[config.mk]
export PLATFORM = sky130hd
export DESIGN_NAME = force_torque_tare_center_of_pressure_core
export DESIGN_NICKNAME = d
export VERILOG_FILES = /design/src/hw/rtl/fttcop_pkg.sv /design/src/hw/rtl/force_torque_tare_center_of_pressure_core.sv /design/src/hw/rtl/fttcop_div.sv
export SDC_FILE = /design/constraint.sdc
export NUM_CORES = 2
export LEC_CHECK = 0
export CAP_MARGIN = 5
export CORE_MARGIN = 10
export CORE_UTILIZATION = 30
export DETAILED_ROUTE_END_ITERATION = 16
export DONT_BUFFER_PORTS = 1
export PLACE_DENSITY = 0.54
export RECOVER_POWER = 50
export SYNTH_ARGS = -nofsm -noshare
export SYNTH_HDL_FRONTEND = slang
export SYNTH_HIERARCHICAL = 1
export SYNTH_SLANG_ARGS = --single-unit
export TNS_END_PERCENT = 20
[constraint.sdc]
create_clock -name clk -period 18.7 [get_ports clk]
set_input_delay 3.74 -clock clk [delete_from_list [all_inputs] [get_ports clk]]
set_output_delay 3.74 -clock clk [all_outputs]
set_load 0.1 [all_outputs]
[src/hw/rtl/fttcop_pkg.sv]
// Shared types and constants for the force/torque tare and center-of-pressure block.
`default_nettype none

package fttcop_pkg;

  // Opcodes of an input transaction
  localparam logic OP_SAMPLE = 1'b0;
  localparam logic OP_TARE   = 1'b1;

  // Number of force/torque channels and fixed channel slots
  localparam int NUM_CH = 6;
  localparam logic [2:0] CH_FZ = 3'd2;
  localparam logic [2:0] CH_MX = 3'd3;
  localparam logic [2:0] CH_MY = 3'd4;
  localparam logic [2:0] CH_LAST = 3'd5;

  // Signed 32-bit limits
  localparam logic [31:0] S32_MAX = 32'h7FFF_FFFF;
  localparam logic [31:0] S32_MIN = 32'h8000_0000;

  typedef struct packed {
    logic               opcode;
    logic signed [31:0] force_x;
    logic signed [31:0] force_y;
    logic signed [31:0] force_z;
    logic signed [31:0] moment_x;
    logic signed [31:0] moment_y;
    logic signed [31:0] moment_z;
    logic [15:0]        packet_number;
  } sample_t;

  typedef struct packed {
    logic signed [31:0] tared_fx;
    logic signed [31:0] tared_fy;
    logic signed [31:0] tared_fz;
    logic signed [31:0] tared_mx;
    logic signed [31:0] tared_my;
    logic signed [31:0] tared_mz;
    logic signed [31:0] arm_x;
    logic signed [31:0] arm_y;
    logic [15:0]        packet_echo;
    logic [7:0]         sensor_echo;
  } result_t;

  // Request into the shared divider
  typedef struct packed {
    logic               start;
    logic               neg;
    logic signed [31:0] num;
    logic signed [31:0] den;
  } div_req_t;

  // Response from the shared divider
  typedef struct packed {
    logic        done;
    logic [31:0] quot;
  } div_rsp_t;

endpackage

`default_nettype wire

[src/hw/rtl/force_torque_tare_center_of_pressure_core.sv]
// Top level of the force/torque tare and center-of-pressure block.
`default_nettype none

// Takes one transaction at a time: a six-axis sample or a tare command, with
// the block stalling its input until the transaction is finished. A shared
// 33-bit adder walks the six channels one per cycle (tare: offsets plus last
// tared values; sample: raw minus offsets, each saturated). For a sample with
// Fz magnitude above the threshold, the one shared restoring divider runs twice
// (arm X, then arm Y). The result sits in an output register, so the next
// transaction is accepted while it waits. min_force (byte 0) and sensor_tag
// (byte 4) are written and read over the APB port.
module force_torque_tare_center_of_pressure_core #(
  parameter int FRAC_BITS = 16
) (
  input  logic                clk,
  input  logic                rst,
  input  logic                sample_valid,
  output logic                sample_stall,
  input  fttcop_pkg::sample_t sample,
  output logic                result_valid,
  input  logic                result_stall,
  output fttcop_pkg::result_t result,
  input  logic                psel,
  input  logic                penable,
  input  logic                pwrite,
  input  logic [2:0]          paddr,
  input  logic [31:0]         pwdata,
  output logic [31:0]         prdata,
  output logic                pready
);
  import fttcop_pkg::*;

  localparam logic REG_MIN_FORCE  = 1'b0;
  localparam logic REG_SENSOR_TAG = 1'b1;

  localparam logic [2:0] S_IDLE  = 3'd0;
  localparam logic [2:0] S_ADD   = 3'd1;
  localparam logic [2:0] S_CHECK = 3'd2;
  localparam logic [2:0] S_DIV_X = 3'd3;
  localparam logic [2:0] S_DIV_Y = 3'd4;
  localparam logic [2:0] S_OUT   = 3'd5;

  logic [2:0]  state;
  logic [2:0]  ch;
  logic        opcode;
  logic [15:0] packet;
  logic [30:0] min_force;
  logic [7:0]  sensor_tag;
  logic [31:0] raw       [NUM_CH];
  logic [31:0] offs      [NUM_CH];
  logic [31:0] last      [NUM_CH];
  logic [31:0] arm_x;
  logic [31:0] arm_y;

  logic [32:0] add_a;
  logic [32:0] add_b;
  logic [32:0] sum;
  logic [31:0] sum_sat;
  logic [31:0] fz_mag;
  logic        above;
  logic        cfg_wr;
  logic        out_free;

  div_req_t div_req;
  div_rsp_t div_rsp;

  // Configuration port
  assign pready = 1'b1;
  assign cfg_wr = psel && penable && pwrite;

  always_ff @(posedge clk) begin
    if (rst) begin
      min_force  <= 31'd131072;
      sensor_tag <= '0;
    end else if (cfg_wr) begin
      case (paddr[2])
        REG_MIN_FORCE:  min_force  <= pwdata[30:0];
        REG_SENSOR_TAG: sensor_tag <= pwdata[7:0];
        default:        ;
      endcase
    end
  end

  always_comb begin
    case (paddr[2])
      REG_MIN_FORCE:  prdata = {1'b0, min_force};
      REG_SENSOR_TAG: prdata = {24'd0, sensor_tag};
      default:        prdata = '0;
    endcase
  end

  // Shared saturating adder: offset + last on tare, raw - offset on sample
  always_comb begin
    if (opcode == OP_TARE) begin
      add_a = {offs[ch][31], offs[ch]};
      add_b = {last[ch][31], last[ch]};
      sum   = add_a + add_b;
    end else begin
      add_a = {raw[ch][31], raw[ch]};
      add_b = ~{offs[ch][31], offs[ch]};
      sum   = add_a + add_b + 33'd1;
    end
    if (sum[32] != sum[31]) begin
      sum_sat = sum[32] ? S32_MIN : S32_MAX;
    end else begin
      sum_sat = sum[31:0];
    end
  end

  // Threshold test on tared Fz
  assign fz_mag = last[CH_FZ][31] ? 32'(-last[CH_FZ]) : last[CH_FZ];
  assign above  = fz_mag > {1'b0, min_force};

  // Divider requests: arm X from My, then arm Y from negated Mx
  always_comb begin
    div_req.den   = last[CH_FZ];
    div_req.start = 1'b0;
    div_req.neg   = 1'b0;
    div_req.num   = last[CH_MY];
    if (state == S_CHECK && above) begin
      div_req.start = 1'b1;
    end else if (state == S_DIV_X && div_rsp.done) begin
      div_req.start = 1'b1;
      div_req.neg   = 1'b1;
      div_req.num   = last[CH_MX];
    end
  end

  fttcop_div #(
    .FRAC_BITS(FRAC_BITS)
  ) u_div (
    .clk(clk),
    .rst(rst),
    .req(div_req),
    .rsp(div_rsp)
  );

  assign sample_stall = (state != S_IDLE);
  assign out_free     = !result_valid || !result_stall;

  // Sequencer and channel state
  always_ff @(posedge clk) begin
    if (rst) begin
      state <= S_IDLE;
      ch    <= '0;
      for (int i = 0; i < NUM_CH; i++) begin
        offs[i] <= '0;
        last[i] <= '0;
      end
    end else begin
      case (state)
        S_IDLE: begin
          if (sample_valid) begin
            ch    <= '0;
            state <= S_ADD;
          end
        end
        S_ADD: begin
          if (opcode == OP_TARE) begin
            offs[ch] <= sum_sat;
          end else begin
            last[ch] <= sum_sat;
          end
          ch <= ch + 3'd1;
          if (ch == CH_LAST) begin
            state <= (opcode == OP_TARE) ? S_IDLE : S_CHECK;
          end
        end
        S_CHECK: begin
          state <= above ? S_DIV_X : S_OUT;
        end
        S_DIV_X: begin
          if (div_rsp.done) begin
            state <= S_DIV_Y;
          end
        end
        S_DIV_Y: begin
          if (div_rsp.done) begin
            state <= S_OUT;
          end
        end
        S_OUT: begin
          if (out_free) begin
            state <= S_IDLE;
          end
        end
        default: state <= S_IDLE;
      endcase
    end
  end

  // Capture the transaction payload
  always_ff @(posedge clk) begin
    if (state == S_IDLE && sample_valid) begin
      opcode <= sample.opcode;
      packet <= sample.packet_number;
      raw[0] <= sample.force_x;
      raw[1] <= sample.force_y;
      raw[2] <= sample.force_z;
      raw[3] <= sample.moment_x;
      raw[4] <= sample.moment_y;
      raw[5] <= sample.moment_z;
    end
  end

  // Hold the moment arms
  always_ff @(posedge clk) begin
    if (state == S_CHECK && !above) begin
      arm_x <= '0;
      arm_y <= '0;
    end else if (state == S_DIV_X && div_rsp.done) begin
      arm_x <= div_rsp.quot;
    end else if (state == S_DIV_Y && div_rsp.done) begin
      arm_y <= div_rsp.quot;
    end
  end

  // Output register
  always_ff @(posedge clk) begin
    if (rst) begin
      result_valid <= 1'b0;
    end else if (state == S_OUT && out_free) begin
      result_valid <= 1'b1;
    end else if (!result_stall) begin
      result_valid <= 1'b0;
    end
  end

  always_ff @(posedge clk) begin
    if (state == S_OUT && out_free) begin
      result.tared_fx    <= last[0];
      result.tared_fy    <= last[1];
      result.tared_fz    <= last[2];
      result.tared_mx    <= last[3];
      result.tared_my    <= last[4];
      result.tared_mz    <= last[5];
      result.arm_x       <= arm_x;
      result.arm_y       <= arm_y;
      result.packet_echo <= packet;
      result.sensor_echo <= sensor_tag;
    end
  end

  // Checks
  a_accept_starts_add: assert property (@(posedge clk) disable iff (rst)
    (sample_valid && !sample_stall) |=> (state == S_ADD))
    else $error("accepted transaction did not start the channel pass");

  a_result_from_out: assert property (@(posedge clk) disable iff (rst)
    $rose(result_valid) |-> $past(state == S_OUT))
    else $error("result raised outside the output state");

  a_below_zero_arms: assert property (@(posedge clk) disable iff (rst)
    (state == S_CHECK && !above) |=> (arm_x == '0 && arm_y == '0))
    else $error("arms not cleared below the force threshold");

  a_div_done_expected: assert property (@(posedge clk) disable iff (rst)
    div_rsp.done |-> (state == S_DIV_X || state == S_DIV_Y))
    else $error("divider finished outside a division state");

endmodule

`default_nettype wire

[src/hw/rtl/fttcop_div.sv]
// Radix-2 restoring divider: (num * 2^FRAC_BITS) / den, truncated, saturated to 32 bits.
`default_nettype none

module fttcop_div #(
  parameter int FRAC_BITS = 16
) (
  input  logic                 clk,
  input  logic                 rst,
  input  fttcop_pkg::div_req_t req,
  output fttcop_pkg::div_rsp_t rsp
);
  import fttcop_pkg::*;

  localparam int DW = 32 + FRAC_BITS;
  localparam int CW = $clog2(DW);
  localparam logic [DW-1:0] POS_LIM = DW'(64'h7FFF_FFFF);
  localparam logic [DW-1:0] NEG_LIM = DW'(64'h8000_0000);

  logic          busy;
  logic          fin;
  logic [CW-1:0] cnt;
  logic          neg_q;
  logic [31:0]   dmag;
  logic [31:0]   rem;
  logic [DW-1:0] dq;

  logic [31:0] num_mag;
  logic [31:0] den_mag;
  logic [32:0] shifted;
  logic [32:0] diff;
  logic        fit;

  // Operand magnitudes; the most negative value maps to 2^31
  assign num_mag = req.num[31] ? 32'(-req.num) : req.num;
  assign den_mag = req.den[31] ? 32'(-req.den) : req.den;

  // One quotient bit per cycle
  assign shifted = {rem, dq[DW-1]};
  assign diff    = shifted - {1'b0, dmag};
  assign fit     = shifted >= {1'b0, dmag};

  // Sequence control
  always_ff @(posedge clk) begin
    if (rst) begin
      busy <= 1'b0;
      fin  <= 1'b0;
      cnt  <= '0;
    end else begin
      fin <= 1'b0;
      if (req.start && !busy) begin
        busy <= 1'b1;
        cnt  <= '0;
      end else if (busy) begin
        cnt <= cnt + 1'b1;
        if (cnt == CW'(DW - 1)) begin
          busy <= 1'b0;
          fin  <= 1'b1;
        end
      end
    end
  end

  // Operand and partial remainder datapath
  always_ff @(posedge clk) begin
    if (req.start && !busy) begin
      dq    <= DW'(num_mag) << FRAC_BITS;
      rem   <= '0;
      dmag  <= den_mag;
      neg_q <= req.num[31] ^ req.den[31] ^ req.neg;
    end else if (busy) begin
      rem <= fit ? diff[31:0] : shifted[31:0];
      dq  <= {dq[DW-2:0], fit};
    end
  end

  // Apply sign and saturate the magnitude quotient
  always_comb begin
    rsp.done = fin;
    if (neg_q) begin
      rsp.quot = (dq > NEG_LIM) ? S32_MIN : 32'(-dq[31:0]);
    end else begin
      rsp.quot = (dq > POS_LIM) ? S32_MAX : dq[31:0];
    end
  end

endmodule

`default_nettype wire

==> results.ini <==
[worst_setup_path]
worst_r2r_endpoint=last[7][0]
criticalPathCategory=input port to register
cp.arrival_ps=9810
reg2reg_slack_ps=10280
cp_data_required_time_ps=18970
r2r_cells=15
cp-start-kind=input port
end_kind=register
crit_fanout=87

[timing]
relSlewSlack_pct=-185
setup_viol=0
worst_slack_ps=9160
finalClockSkew_ps=72.8
fmax_mhz=105
hold_viol_final=0
holdWs_ps=414
fin_tns_setup_ps=0
worstMarginPinSlew_ps=4270
min_period_ps=9540
maxSlewViolCount=656
post-route-period-util_pct=51.0
rsz0062_at_grt=false

[pwr]
ir_worst_vdd_mv=0.139
power.leakage_uw=0.0218
power.density_nw_per_um2=107

[detailed_routing]
wl_met3_um=14500
wl_met2_um=89600
drt_first_pass_iters=6
post_drt_via_cell_ratio=5.30
ant_nets=0
vias=37400
maxUsedRoutingLayer=met5
drc=0
routedWlPerCell_um=26.4
drtIter0Drc=3303
wl_met1_um=74600
routed_wl_um=186000

[yosys]
synth-compound-area-share_pct=10.2
synthCells=4491
synthArstFlopShare_pct=0
synth-simple-area-share_pct=9.93
synth-seq-cells=1235
yosysWarnings=6
synth.area.mux_share_pct=8.40
yosys-top-cells-count=edfxtp_1, nand2_1, o21ai_0
synth_top_family_by_area=compound AO/OA/AOI/OAI gates
syn_avg_cell_area_um2=12.7
synth_top_area_cell=edfxtp_1
synth_nets=4879
syn-cell-area_um2=56900
ys_types=85
synth_top_area_share_pct=56.3
synth_area_leaders=edfxtp_1, mux4_2, dfxtp_1, nand2_1, o21ai_0
synthAdderAreaFrac_pct=3.16
yosysMostFrequentCell=edfxtp_1
synth_ff_type=edfxtp_1
synth_edf_count=1066
synth-xor-area-share_pct=2.63
ys_seq_area_share_pct=62.2

[floorplanning]
rows=159
die_w_um=455
core-area_um2=188000
die_area_um2=207000
start_util_pct=30.2
die_h_um=455
boundaryPins=566

[finish]
fill_cells=18500
drive_gt1_share_pct=12.0
finalNetCount=4823
multiInputGateArea_um2=19700
area_growth_pct=12.4
fin_cells=7053
regArea_um2=35400

[clock_network]
post-cts-setup-buffer-count=0
cts.clk_slew.worst_paths_ps=60
numCtsBuffers=137
cts_max_level=4
cts_hold_buf=0
cts_sinks=1235
ctsLongestPathBuffers=3
cts-root-buf=clkbuf_16
worstSkewPairLatency_ps=810
cts_tree=done
post_cts_resized=0

[global_routing]
grt_pass1_vias=36400
grt_overflow_total=0
antenna_found_initial=39
grt_max_degree=100
grt_pass1_wl_um=264000
grt.total_usage_pct=17.1

[status]
violations=capacitance limit, slew limit
status=complete, but fails checks

[job]
cap_violations=18

[worst_hold_path]
hold_path_depth=0
min_to=result[96]
hold_class=register to register
hp-start=last[5][8]

[placement]
post-place-ws_ps=10100
routabilityCongestion=0.900
dp_cells=6790
numPortBuffers=0
dp.final_hpwl_um=133000

-- sequential cells by signal, summed over array words and instances (netlist names), 32 cells and up, named ones only --
name        count
u_div/dmag     32
u_div/dq       48
u_div/rem      32
arm_y          32
offs          256
raw           192
arm_x          32
result        280
last          256
-- kinds of logic (layout without fill, tap and decap cells) --
logic type / Yosys count / count (layout)
and+or+nand+nor: 1239 / 1239
DFF: 1235 / 1235
AOI/OAI and AO/OA: 991 / 991
buffers and inverters: 437 / 490
muxes: 273 / 273
xor gates and xnor gates: 171 / 171
adders and majority gates: 143 / 143
other: 2 / 16
-- worst max-delay path: stages --
cell      delay [ps]
nand2b_1          90
nor3_4           110
clkbuf_1        2580
clkbuf_1        3140
-- stage by stage --
step / util, % / power (uW) / area [um^2]
3_5_place_dp: 31.6 / 4250 / 59500
6_report: 34.0 / 6870 / 63900
5_1_grt: 34.0 / 7130 / 63900
4_1_cts: 34.0 / 6920 / 64100
2_1_floorplan: - / 3870 / 56900
3_3_place_gp: 31.6 / 4240 / 59500
-- routing by layer --
metal  vias up  GRT usage, %
li1      16700             -
met1     18700          21.2
met2      1611          28.7
met3       346          4.56
met4        50          6.12
met5         -             0
-- area by class of cell --
type,count,share of cell area (%)
antenna,14,0.0548
clock buffer,173,5.78
clock inverter,75,1.29
inverter,149,0.875
multi-input combinational,2819,30.8
sequential,1235,55.4
tap,2495,4.88
timing repair buffer,93,0.982
-- placed cells by master, fill, tap and decap left out, drive strengths merged, types with 19 or more instances in the layout --
cell | Yosys | final
o31ai | 32 | 32
o211ai | 19 | 19
ha | 134 | 134
edfxtp | 1066 | 1066
a21oi | 267 | 267
xnor2 | 112 | 112
o311ai | 26 | 26
mux2i | 77 | 77
nor4 | 21 | 21
nor3 | 46 | 46
mux2 | 36 | 36
or3 | 27 | 27
nand3 | 107 | 107
or2 | 23 | 23
a21o | 50 | 50
nand2b | 58 | 58
buf | 93 | 71
nand2 | 554 | 554
nor2 | 273 | 273
a211oi | 23 | 23
o21ai | 447 | 447
mux4 | 160 | 160
inv | 148 | 153
xor2 | 59 | 59
or4 | 22 | 22
clkbuf | 195 | 195
nand4 | 28 | 28
dfxtp | 169 | 169
clkinv | 1 | 61
-- worst max-delay path by stage --
stage,startpoint,to,slack (ps),depth (start not counted)
3_3_place_gp,paddr[2],prdata[1],10320,1
3_5_place_dp,register,last[5][0],10100,15
5_1_grt,sample_valid,raw[3][9],8440,4
4_1_cts,register,last[7][0],10070,15
2_1_floorplan,result_stall,result[0],510,1
6_report,sample_valid,raw[3][3],9160,4
-- report_power, final --
group	internal (uW)	switching (uW)	total, uW
Combinational	330	703	1030
Clock	1480	1190	2660
Sequential	3100	75.7	3180
Total	4910	1960	6870
(Power assumes the default switching activity.)
